File: config.mk
export PLATFORM = sky130hd
export DESIGN_NAME = wslt_ctrl
export DESIGN_NICKNAME = d
export VERILOG_FILES = /design/src/hw/rtl/assert_macros.svh /design/src/hw/rtl/wslt_pkg.sv /design/src/hw/rtl/wslt_ctrl.sv
export SDC_FILE = /design/constraint.sdc
export NUM_CORES = 1
export LEC_CHECK = 0
export BUFFER_PORTS_ARGS = -buffer_cell sky130_fd_sc_hd__buf_2
export CAP_MARGIN = 0
export CORE_AREA = 10 10 47 49
export CTS_CLUSTER_DIAMETER = 120
export CTS_CLUSTER_SIZE = 8
export DETAILED_ROUTE_END_ITERATION = 6
export DIE_AREA = 0 0 57 59
export GPL_TIMING_DRIVEN = 0
export SYNTH_ARGS = -nofsm -noshare
export SYNTH_HDL_FRONTEND = slang
export SYNTH_SLANG_ARGS = --single-unit
File: constraint.sdc
create_clock -name clock -period 1.9 [get_ports clock]
set_clock_uncertainty 0.2 [all_clocks]
set_input_delay 0.38 -clock clock [delete_from_list [all_inputs] [get_ports clock]]
set_output_delay 0.38 -clock clock [all_outputs]
set_load 0.01 [all_outputs]
File: src/hw/rtl/assert_macros.svh
// assertion helpers shared by the rtl
`ifndef ASSERT_MACROS_SVH
`define ASSERT_MACROS_SVH

// expression must hold at every clock edge outside reset
`define ASSERT_ALWAYS(lbl, clk, rst, expr) \
   lbl: assert property (@(posedge clk) disable iff (rst) (expr)) \
      else $error("assertion failed: expression does not hold");

// consequent must hold in the same cycle as the antecedent
`define ASSERT_IMPLIES(lbl, clk, rst, ante, cons) \
   lbl: assert property (@(posedge clk) disable iff (rst) (ante) |-> (cons)) \
      else $error("assertion failed: same cycle implication");

// consequent must hold in the cycle after the antecedent
`define ASSERT_NEXT(lbl, clk, rst, ante, cons) \
   lbl: assert property (@(posedge clk) disable iff (rst) (ante) |=> (cons)) \
      else $error("assertion failed: next cycle implication");

`endif

File: src/hw/rtl/wslt_pkg.sv
package wslt_pkg;

   localparam int TABLE_DEPTH = 256;
   localparam int IDX_W       = $clog2(TABLE_DEPTH);
   localparam int CNT_W       = $clog2(TABLE_DEPTH + 1);
   localparam int MAC_W       = 48;
   localparam int MCAST_BIT   = 40;

   localparam logic [8:0] CAPACITY_RESET  = 9'd200;
   localparam logic [1:0] FRAME_TYPE_DATA = 2'd2;

   typedef enum logic [1:0] {
      MODE_OBSERVE = 2'd0,
      MODE_READ    = 2'd1,
      MODE_CLEAR   = 2'd2
   } mode_type;

   typedef enum logic [3:0] {
      ST_NOT_DATA  = 4'd0,
      ST_BAD_DIR   = 4'd1,
      ST_MULTICAST = 4'd2,
      ST_UPDATED   = 4'd3,
      ST_INSERTED  = 4'd4,
      ST_FULL      = 4'd5,
      ST_READ_OK   = 4'd6,
      ST_READ_OOR  = 4'd7,
      ST_CLEARED   = 4'd8
   } status_type;

   typedef enum logic [1:0] {
      OP_REJECT,
      OP_SCAN,
      OP_READ,
      OP_CLEAR
   } op_type;

   typedef enum logic [2:0] {
      S_IDLE,
      S_DECIDE,
      S_SCAN,
      S_RDATA,
      S_DONE
   } state_type;

   typedef struct packed {
      logic [MAC_W-1:0] station;
      logic [MAC_W-1:0] access_point;
      logic [7:0]       rssi;
      logic [7:0]       channel;
   } entry_type;

   typedef struct packed {
      logic capture;
      logic scan_step;
      logic rd_req;
      logic clear_count;
      logic update;
      logic insert;
      logic full;
      logic res_read;
      logic load_rsp;
   } cmd_type;

   typedef struct packed {
      op_type op;
      logic   hit;
      logic   scan_done;
      logic   room;
      logic   out_busy;
   } dp_stat_type;

endpackage

File: src/hw/rtl/wslt_ctrl.sv
module wslt_ctrl (
   input  logic                  clock,
   input  logic                  reset,
   input  logic                  req_valid,
   output logic                  req_ready,
   input  wslt_pkg::dp_stat_type stat,
   output wslt_pkg::cmd_type     cmd
);
   import wslt_pkg::*;

   state_type state_ff, state_in;

   always_ff @(posedge clock) begin
      if (reset) begin
         state_ff <= S_IDLE;
      end else begin
         state_ff <= state_in;
      end
   end

   // next state
   always_comb begin
      state_in = state_ff;
      case (state_ff)
         S_IDLE: begin
            if (req_valid) begin
               state_in = S_DECIDE;
            end
         end
         S_DECIDE: begin
            case (stat.op)
               OP_SCAN: state_in = S_SCAN;
               OP_READ: state_in = S_RDATA;
               default: state_in = S_DONE;
            endcase
         end
         S_SCAN: begin
            if (stat.hit || stat.scan_done) begin
               state_in = S_DONE;
            end
         end
         S_RDATA: begin
            state_in = S_DONE;
         end
         S_DONE: begin
            if (!stat.out_busy) begin
               state_in = S_IDLE;
            end
         end
         default: begin
            state_in = S_IDLE;
         end
      endcase
   end

   // commands to the datapath
   always_comb begin
      cmd       = '0;
      req_ready = 1'b0;
      case (state_ff)
         S_IDLE: begin
            req_ready   = 1'b1;
            cmd.capture = req_valid;
         end
         S_DECIDE: begin
            case (stat.op)
               OP_CLEAR: cmd.clear_count = 1'b1;
               OP_READ:  cmd.rd_req      = 1'b1;
               default:  cmd.clear_count = 1'b0;
            endcase
         end
         S_SCAN: begin
            cmd.scan_step = 1'b1;
            if (stat.hit) begin
               cmd.update = 1'b1;
            end else if (stat.scan_done) begin
               // miss: append while there is room
               cmd.insert = stat.room;
               cmd.full   = !stat.room;
            end
         end
         S_RDATA: begin
            cmd.res_read = 1'b1;
         end
         S_DONE: begin
            cmd.load_rsp = !stat.out_busy;
         end
         default: begin
            cmd = '0;
         end
      endcase
   end

endmodule

==> results of run 1 <==
worst max path at each step:
stage	from	to	slack, ps
after floorplan	state_ff[1]$_SDFFE_PP0P_	cmd[8]	210
after global placement	stat[4]	state_ff[2]$_SDFFE_PP0P_	240
after detailed placement	stat[4]	state_ff[2]$_SDFFE_PP0P_	220
after CTS	state_ff[0]$_SDFFE_PP0P_	cmd[2]	7
after global routing	state_ff[1]$_SDFFE_PP0P_	cmd[2]	-10
final	state_ff[1]$_SDFFE_PP0P_	cmd[2]	90
power groups by stage:
stage          clock network [mW]  registers [mW]  logic [mW]
2_1_floorplan                   0          0.0687      0.0434
3_3_place_gp                    0          0.0689      0.0695
3_5_place_dp                    0          0.0690      0.0708
4_1_cts                     0.122          0.0681      0.0721
5_1_grt                     0.133          0.0754      0.0807
6_report                    0.116          0.0745      0.0716
Yosys cell counts:
cell       count  area share
a2111oi_2      1       0.049
and4bb_2       1       0.041
and3_1         2       0.041
and3b_1        1       0.029
a21oi_1        1       0.016
nor3b_2        2       0.082
ha_1           3        0.12
a2bb2oi_1      1       0.029
and4b_1        1       0.033
nor3_1         1       0.016
nor4_1         2       0.041
and2_1         2       0.041
nor2b_1        1       0.021
o32a_1         1       0.033
inv_1          2       0.025
mux2i_1        1       0.033
nand2b_1       2       0.041
buf_4          2       0.049
nor2_1         1       0.012
buf_2          1       0.016
dfxtp_1        3        0.20
nor3_2         1       0.033
layout make-up:
type                            count  share of cell area
Inverter                            2              0.0154
Clock buffer                        4              0.0540
Timing Repair Buffer               21               0.244
Sequential cell                     3               0.129
Multi-Input combinational cell     25               0.470
Buffer                              2              0.0463
Tap cell                           16              0.0411
layer usage:
metal  wire length, µm  share of wire  vias up  GRT usage
met2               360           0.43       18     0.0682
met4                14          0.017        0     0.0403
met1               349           0.41      146     0.0557
met5                 0              0        -          0
met3               121           0.14        2     0.0386
li1                  -              -      172          -
kinds of logic after synthesis:
group,count (synthesis),share of synthesized area
DFF,3,0.197
AOI/OAI and AO/OA,4,0.127
adders and majority gates,3,0.123
muxes,1,0.0328
and+or+nand+nor,17,0.430
buffers and inverters,5,0.0901
worst max-delay path, delay by kind of cell (launching register included):
kind	cells	cell delay, ps
buf+inv	2	220
flops	1	310
simple gates	2	470
stage by stage:
step                      power, mW  setup WS [ps]  hold WS, ps  TNS (ps)
after detailed placement      0.140            224          347         0
after global placement        0.138            237          343         0
after floorplan               0.112            212          249         0
after global routing          0.289          -13.5          147     -13.5
after CTS                     0.263           7.37          145         0
final                         0.262           87.1          145         0
what timing repair did:
item                                    CTS  global route
hold buffers                              0             0
pin swaps                                 0             2
buffers inserted                          0             3
resized for setup                         1             6
endpoints found under the setup margin    1             2
==> impl_metrics.yaml, run 1 <==
outcome:
  status: "finished clean"
critical_path:
  cpMostUsedCell: "buf_6"
  cp.required_ps: 1320
  cp_max_fo: 8
  reg2reg_to: "state_ff[2]$_SDFFE_PP0P_"
  cp-end-kind: "output pin"
  cp_slowest_cell: "dfxtp_2"
  cp-start-kind: "flip-flop"
  path_cells: "buf_6 > nor3b_4 > and4bb_2 > buf_6"
  path_class: "flip-flop to output pin"
  reg2reg_depth: 4
  worstReg2RegStart: "state_ff[2]$_SDFFE_PP0P_"
  slowest_delay_ps: 310
  reg2reg_slack_ps: 530
  critPathArrivalTime_ps: 1230
logic_synthesis:
  synth.distinct_cells: 22
  syn-num-nets: 45
  syn-cell-area_um2: 305
  ys_seq_elements: 3
  seq_area_frac_synth: 0.197
  synth_cells: 33
  ys.warnings.count: 0
  synth.avg_cell_area_um2: 9.25
floorplanning:
  row_count: 14
  die_w_um: 57
  dieArea_um2: 3360
  io_pins: 19
  dieHeight_um: 59
  coreArea_um2: 1400
  initial_core_util: 0.218
clocking:
  clkSinkCount: 3
  insertion_delay_ps: 240
  cts_tree: "yes"
  path_clk_slew_ps: 40
  h-tree-depth: 1
  cts-buffers-inserted: 3
  cts_root_buffer: "clkbuf_4"
  clock_path_buffers: 2
power:
  power.switching_uw: 77.3
  p_leak_nw: 0.256
  ir_drop_mv: 0.431
  combPwrFrac: 0.273
  pwr-share-seq: 0.284
  p_int_uw: 185
  netSwitchingFraction: 0.295
  pwr-share-clk: 0.442
  p_per_area_nw_per_um2: 538
global_routing:
  grt_pass1_vias: 335
  antenna_found_initial: 0
  grt_max_degree: 11
  grt_util_all_layers: 0.0522
  grt.overflow.total: 0
  grt_pass1_wl_um: 1380
drt:
  vias_per_cell: 4.63
  ant_nets: 0
  drtPass1Iterations: 4
  wl_um: 846
  drc: 0
  wl_per_cell_um: 11.6
  vias: 338
  drt_iter0_drc: 1
final_layout:
  nNetsFinal: 70
  largest_reg_flops: 3
  post-route-util: 0.347
  layout-drive-gt1-share: 0.596
  final-seq-area_um2: 62.6
  reg_top3: "state_ff x3"
  final_area_um2: 487
  multi_input_area_um2: 229
  most-common-layout-cells: "17 x buf_2, 3 x buf_6, 3 x ha_1, 3 x clkbuf_4, 3 x buf_4"
  final_common_cell: "buf_2"
  antenna_cells: 0
  syn_to_final_growth_pct: 59.4
  fillers: 160
  finalNonFillerCells: 73
  regMostFlops: "state_ff"
timing:
  worstMarginPinSlew_ps: 329
  fmax_mhz: 552
  hold_viol: 0
  maxSlewHeadroom: 0.779
  slew_viol_final: 0
  fin_crit_sh: 0.954
  setup_viol: 0
  rsz0062_at_grt: "true"
  period_minus_slack_ps: 1810
place:
  dpl.cell_count: 67
  place_congestion: 0.706
  port_buffers: 18
  dpl.hpwl_um: 650
  placed_cell_area_um2: 415
min_path:
  min-delay-start: "reset"
  hold_depth: 2
  holdCritPathClass: "primary input to flip-flop"
  whs_endpoint: "state_ff[1]$_SDFFE_PP0P_"
job:
  maxCapViolCount: 0
(Power assumes the default switching activity.)
==> run 2: changes to the inputs <==
--- a/config.mk
+++ b/config.mk
@@ -5,7 +5,7 @@
 export SDC_FILE = /design/constraint.sdc
 export NUM_CORES = 1
 export LEC_CHECK = 0
-export BUFFER_PORTS_ARGS = -buffer_cell sky130_fd_sc_hd__buf_2
+export BUFFER_PORTS_ARGS = -buffer_cell sky130_fd_sc_hd__clkbuf_2
 export CAP_MARGIN = 0
 export CORE_AREA = 10 10 47 49
 export CTS_CLUSTER_DIAMETER = 120
==> impl_metrics.yaml, run 2 (synthesis results as in run 1) <==
final_layout:
  final_area_um2: 503
  layout-drive-gt1-share: 0.627
  syn_to_final_growth_pct: 64.8
  final_common_cell: "clkbuf_2"
  largest_reg_flops: 3
  post-route-util: 0.359
  reg_top3: "state_ff x3"
  finalNonFillerCells: 75
  fillers: 157
  antenna_cells: 0
  nNetsFinal: 72
  most-common-layout-cells: "16 x clkbuf_2, 5 x buf_4"
  multi_input_area_um2: 229
  final-seq-area_um2: 63.8
  regMostFlops: "state_ff"
global_routing:
  grt_pass1_vias: 343
  grt_max_degree: 11
  antenna_found_initial: 0
  grt_pass1_wl_um: 1460
  grt.overflow.total: 0
  grt_util_all_layers: 0.0548
critical_path:
  cp-start-kind: "flip-flop"
  cp.required_ps: 1320
  cp-end-kind: "output pin"
  cpLargestDelayFamily: "simple AND/OR/NAND/NOR gates"
  worstReg2RegStart: "state_ff[1]$_SDFFE_PP0P_"
  cpMostUsedCell: "buf_6"
  reg2reg_to: "state_ff[2]$_SDFFE_PP0P_"
  cp-endpoint: "cmd[2]"
  path_class: "flip-flop to output pin"
  path_cells: "buf_6 > nor3b_4 > and4bb_2 > buf_6"
  path_buf_inv: 2
  cp_max_fo: 7
  cp_slowest_cell: "dfxtp_2"
  reg2reg_depth: 4
  startpoint: "state_ff[2]$_SDFFE_PP0P_"
  critPathArrivalTime_ps: 1250
  crit_cells: 4
  reg2reg_slack_ps: 540
  slowest_delay_ps: 310
power:
  p_per_area_nw_per_um2: 530
  total_power_uw: 267
  p_leak_nw: 0.264
  ir_drop_mv: 0.437
place:
  dpl.hpwl_um: 657
  dpl.cell_count: 67
  place_congestion: 0.723
  port_buffers: 18
  placed_cell_area_um2: 415
job:
  maxCapViolCount: 0
drt:
  vias_per_cell: 4.61
  drtPass1Iterations: 2
  wl_um: 857
  drc: 0
  vias: 346
  drt_iter0_drc: 3
  ant_nets: 0
  wl_per_cell_um: 11.4
floorplanning:
  initial_core_util: 0.218
  dieArea_um2: 3360
  row_count: 14
  dieHeight_um: 59
  io_pins: 19
  die_w_um: 57
  coreArea_um2: 1400
min_path:
  hold_depth: 2
  holdCritPathClass: "primary input to flip-flop"
timing:
  worstMarginPinSlew_ps: 331
  period_minus_slack_ps: 1830
  rsz0062_at_grt: "true"
  maxSlewHeadroom: 0.777
  fmax_mhz: 545
  slew_viol_final: 0
  fin_crit_sh: 0.965
  hold_viol: 0
  setup_viol: 0
clocking:
  cts-buffers-inserted: 3
  hold_buffers: 0
  path_clk_slew_ps: 40
  clkSinkCount: 3
  cts_root_buffer: "clkbuf_4"
  insertion_delay_ps: 240
  cts_tree: "yes"
  h-tree-depth: 1
  clock_path_buffers: 2
outcome:
  status: "finished clean"
-- run 2: changes by cell type in the layout (fill, tap and decap cells not counted), sizes merged --
cell | before | now
clkbuf | 4 | 20
buf | 23 | 9
-- run 2: layout make-up --
| cell class | instances | share of cell area |
|---|---|---|
| buffer | 2 | 0.0448 |
| clock buffer | 4 | 0.0522 |
| inverter | 2 | 0.0149 |
| timing repair buffer | 23 | 0.266 |
| multi-input combinational | 25 | 0.455 |
| tap | 16 | 0.0398 |
| sequential | 3 | 0.127 |
-- run 2: timing repair --
action                                  in CTS  in global routing
hold endpoints to repair                     0                  0
pin swaps                                    1                  2
cloned                                       0                  0
setup buffers                                0                  5
resized for setup                            2                  8
endpoints found under the setup margin       2                  4
-- run 2: layer usage --
layer / GRT usage / wire length (µm) / up-vias
met1: 0.0640 / 386 / 153
met4: 0.0403 / 19 / 0
met3: 0.0386 / 103 / 2
li1: - / - / 173
met5: 0 / 0 / -
met2: 0.0667 / 346 / 18
-- run 2: how the worst min path moves through the flow --
stage	startpoint	to	slack [ps]
2_1_floorplan	reset	state_ff[2]$_SDFFE_PP0P_	250
3_3_place_gp	state_ff[2]$_SDFFE_PP0P_	state_ff[1]$_SDFFE_PP0P_	340
3_5_place_dp	state_ff[2]$_SDFFE_PP0P_	state_ff[1]$_SDFFE_PP0P_	350
4_1_cts	reset	state_ff[1]$_SDFFE_PP0P_	150
5_1_grt	reset	state_ff[2]$_SDFFE_PP0P_	140
6_report	reset	state_ff[1]$_SDFFE_PP0P_	140
-- run 2: power by group --
| part | total (mW) | internal (mW) | switching [mW] |
|---|---|---|---|
| Combinational | 0.0747 | 0.0400 | 0.0346 |
| Sequential | 0.0749 | 0.0680 | 0.00688 |
| Clock | 0.117 | 0.0790 | 0.0381 |
| Total | 0.267 | 0.187 | 0.0796 |
-- run 2: stage by stage --
step | hold WS [ps] | TNS [ps] | setup WS, ps
5_1_grt | 139 | -23.7 | -23.7
6_report | 143 | 0 | 66.5
2_1_floorplan | 249 | 0 | 212
3_5_place_dp | 347 | 0 | 223
4_1_cts | 146 | 0 | 4.64
3_3_place_gp | 343 | 0 | 235
==> run 3: changes to the inputs <==
--- a/config.mk
+++ b/config.mk
@@ -13,6 +13,7 @@
 export DETAILED_ROUTE_END_ITERATION = 6
 export DIE_AREA = 0 0 57 59
 export GPL_TIMING_DRIVEN = 0
+export RECOVER_POWER = 50
 export SYNTH_ARGS = -nofsm -noshare
 export SYNTH_HDL_FRONTEND = slang
 export SYNTH_SLANG_ARGS = --single-unit
==> impl_metrics.yaml, run 3 (synthesis results as in run 1) <==
critical_path:
  reg2reg_depth: 4
  cp-end-kind: "output pin"
  startpoint: "state_ff[2]$_SDFFE_PP0P_"
  cp_max_fo: 7
  slowest_delay_ps: 310
  critPathArrivalTime_ps: 1250
  path_class: "flip-flop to output pin"
  cp_slowest_cell: "dfxtp_2"
  cpLargestDelayFamily: "simple AND/OR/NAND/NOR gates"
  cpMostUsedCell: "buf_6"
  cp-start-kind: "flip-flop"
  reg2reg_to: "state_ff[2]$_SDFFE_PP0P_"
  reg2reg_slack_ps: 480
  path_cells: "buf_6 > nor3b_4 > and4bb_2 > buf_6"
  cp.required_ps: 1320
  worstReg2RegStart: "state_ff[1]$_SDFFE_PP0P_"
  path_buf_inv: 2
power:
  netSwitchingFraction: 0.293
  p_leak_nw: 0.261
  p_int_uw: 186
  power.switching_uw: 77.2
  ir_drop_mv: 0.437
  pwr-share-seq: 0.284
  total_power_uw: 263
  p_per_area_nw_per_um2: 535
  pwr-share-clk: 0.445
  combPwrFrac: 0.271
drt:
  wl_per_cell_um: 11.5
  drtPass1Iterations: 2
  vias_per_cell: 4.61
  vias: 346
  ant_nets: 0
  drt_iter0_drc: 3
  wl_um: 859
  drc: 0
final_layout:
  fillers: 160
  final_area_um2: 492
  antenna_cells: 0
  nNetsFinal: 72
  largest_reg_flops: 3
  layout-drive-gt1-share: 0.593
  reg_top3: "state_ff x3"
  final-seq-area_um2: 63.8
  multi_input_area_um2: 218
  most-common-layout-cells: "16 x clkbuf_2, 5 x buf_4"
  post-route-util: 0.351
  regMostFlops: "state_ff"
  syn_to_final_growth_pct: 61.1
  finalNonFillerCells: 75
  final_common_cell: "clkbuf_2"
place:
  pre_cts_slack_ps: 223
  dpl.hpwl_um: 657
  placed_cell_area_um2: 415
  place_congestion: 0.723
  dpl.cell_count: 67
  port_buffers: 18
global_routing:
  grt_max_degree: 11
  antenna_found_initial: 0
  grt_pass1_wl_um: 1460
  grt_pass1_vias: 343
  grt.overflow.total: 0
  grt_util_all_layers: 0.0548
min_path:
  hold_depth: 2
  holdCritPathClass: "primary input to flip-flop"
  whs_endpoint: "state_ff[0]$_SDFFE_PP0P_"
  min-delay-start: "reset"
timing:
  layout_setup_ws_ps: 66.3
  fin_crit_sh: 0.965
  period_minus_slack_ps: 1830
  fin_setup_tns_ps: 0
  hold_slack_ps: 128
  fmax_mhz: 545
  worstMarginPinSlew_ps: 352
  rsz0062_at_grt: "true"
  setup_viol: 0
  slew_viol_final: 0
  hold_viol: 0
  maxSlewHeadroom: 0.759
clocking:
  h-tree-depth: 1
  path_clk_slew_ps: 40
  cts_tree: "yes"
  cts_root_buffer: "clkbuf_4"
  clock_path_buffers: 2
  clkSinkCount: 3
  insertion_delay_ps: 240
  cts-buffers-inserted: 3
floorplanning:
  die_w_um: 57
  coreArea_um2: 1400
  dieArea_um2: 3360
  initial_core_util: 0.218
  dieHeight_um: 59
  io_pins: 19
  row_count: 14
outcome:
  status: "finished clean"
job:
  maxCapViolCount: 0
-- run 3: cell type report --
cell class,count,area share
flip-flops and latches,3,0.130
clock buffers,4,0.0534
repair buffers,23,0.272
plain buffers,2,0.0458
multi-input cells,25,0.443
inverters,2,0.0153
well taps,16,0.0407
-- run 3: worst max path at each step --
stage                                to  slack (ps)  cells after the start
2_1_floorplan                    cmd[8]         210                      3
3_3_place_gp   state_ff[2]$_SDFFE_PP0P_         230                      6
3_5_place_dp   state_ff[2]$_SDFFE_PP0P_         220                      6
4_1_cts                          cmd[2]           5                      4
5_1_grt                          cmd[2]         -20                      4
6_report                         cmd[2]          70                      4
-- run 3: per-layer routing --
layer  track usage  vias up  wire [µm]
met1        0.0640      153        388
met2        0.0667       18        347
met5             0        -          0
met4        0.0403        0         19
li1              -      173          -
met3        0.0386        2        103
-- run 3: what timing repair did --
action	in CTS	in global routing
hold buffers	0	0
setup endpoints to repair	2	4
setup buffers	0	5
resized for setup	2	8
gates cloned	0	0
pin swaps	1	2
-- run 3: power by group through the flow --
stage	registers (mW)	clock network (mW)	logic, mW
CTS	0.0734	0.122	0.0658
global route	0.0758	0.132	0.0798
detailed placement	0.0690	0	0.0706
global placement	0.0689	0	0.0696
finish	0.0747	0.117	0.0714
floorplan	0.0687	0	0.0434
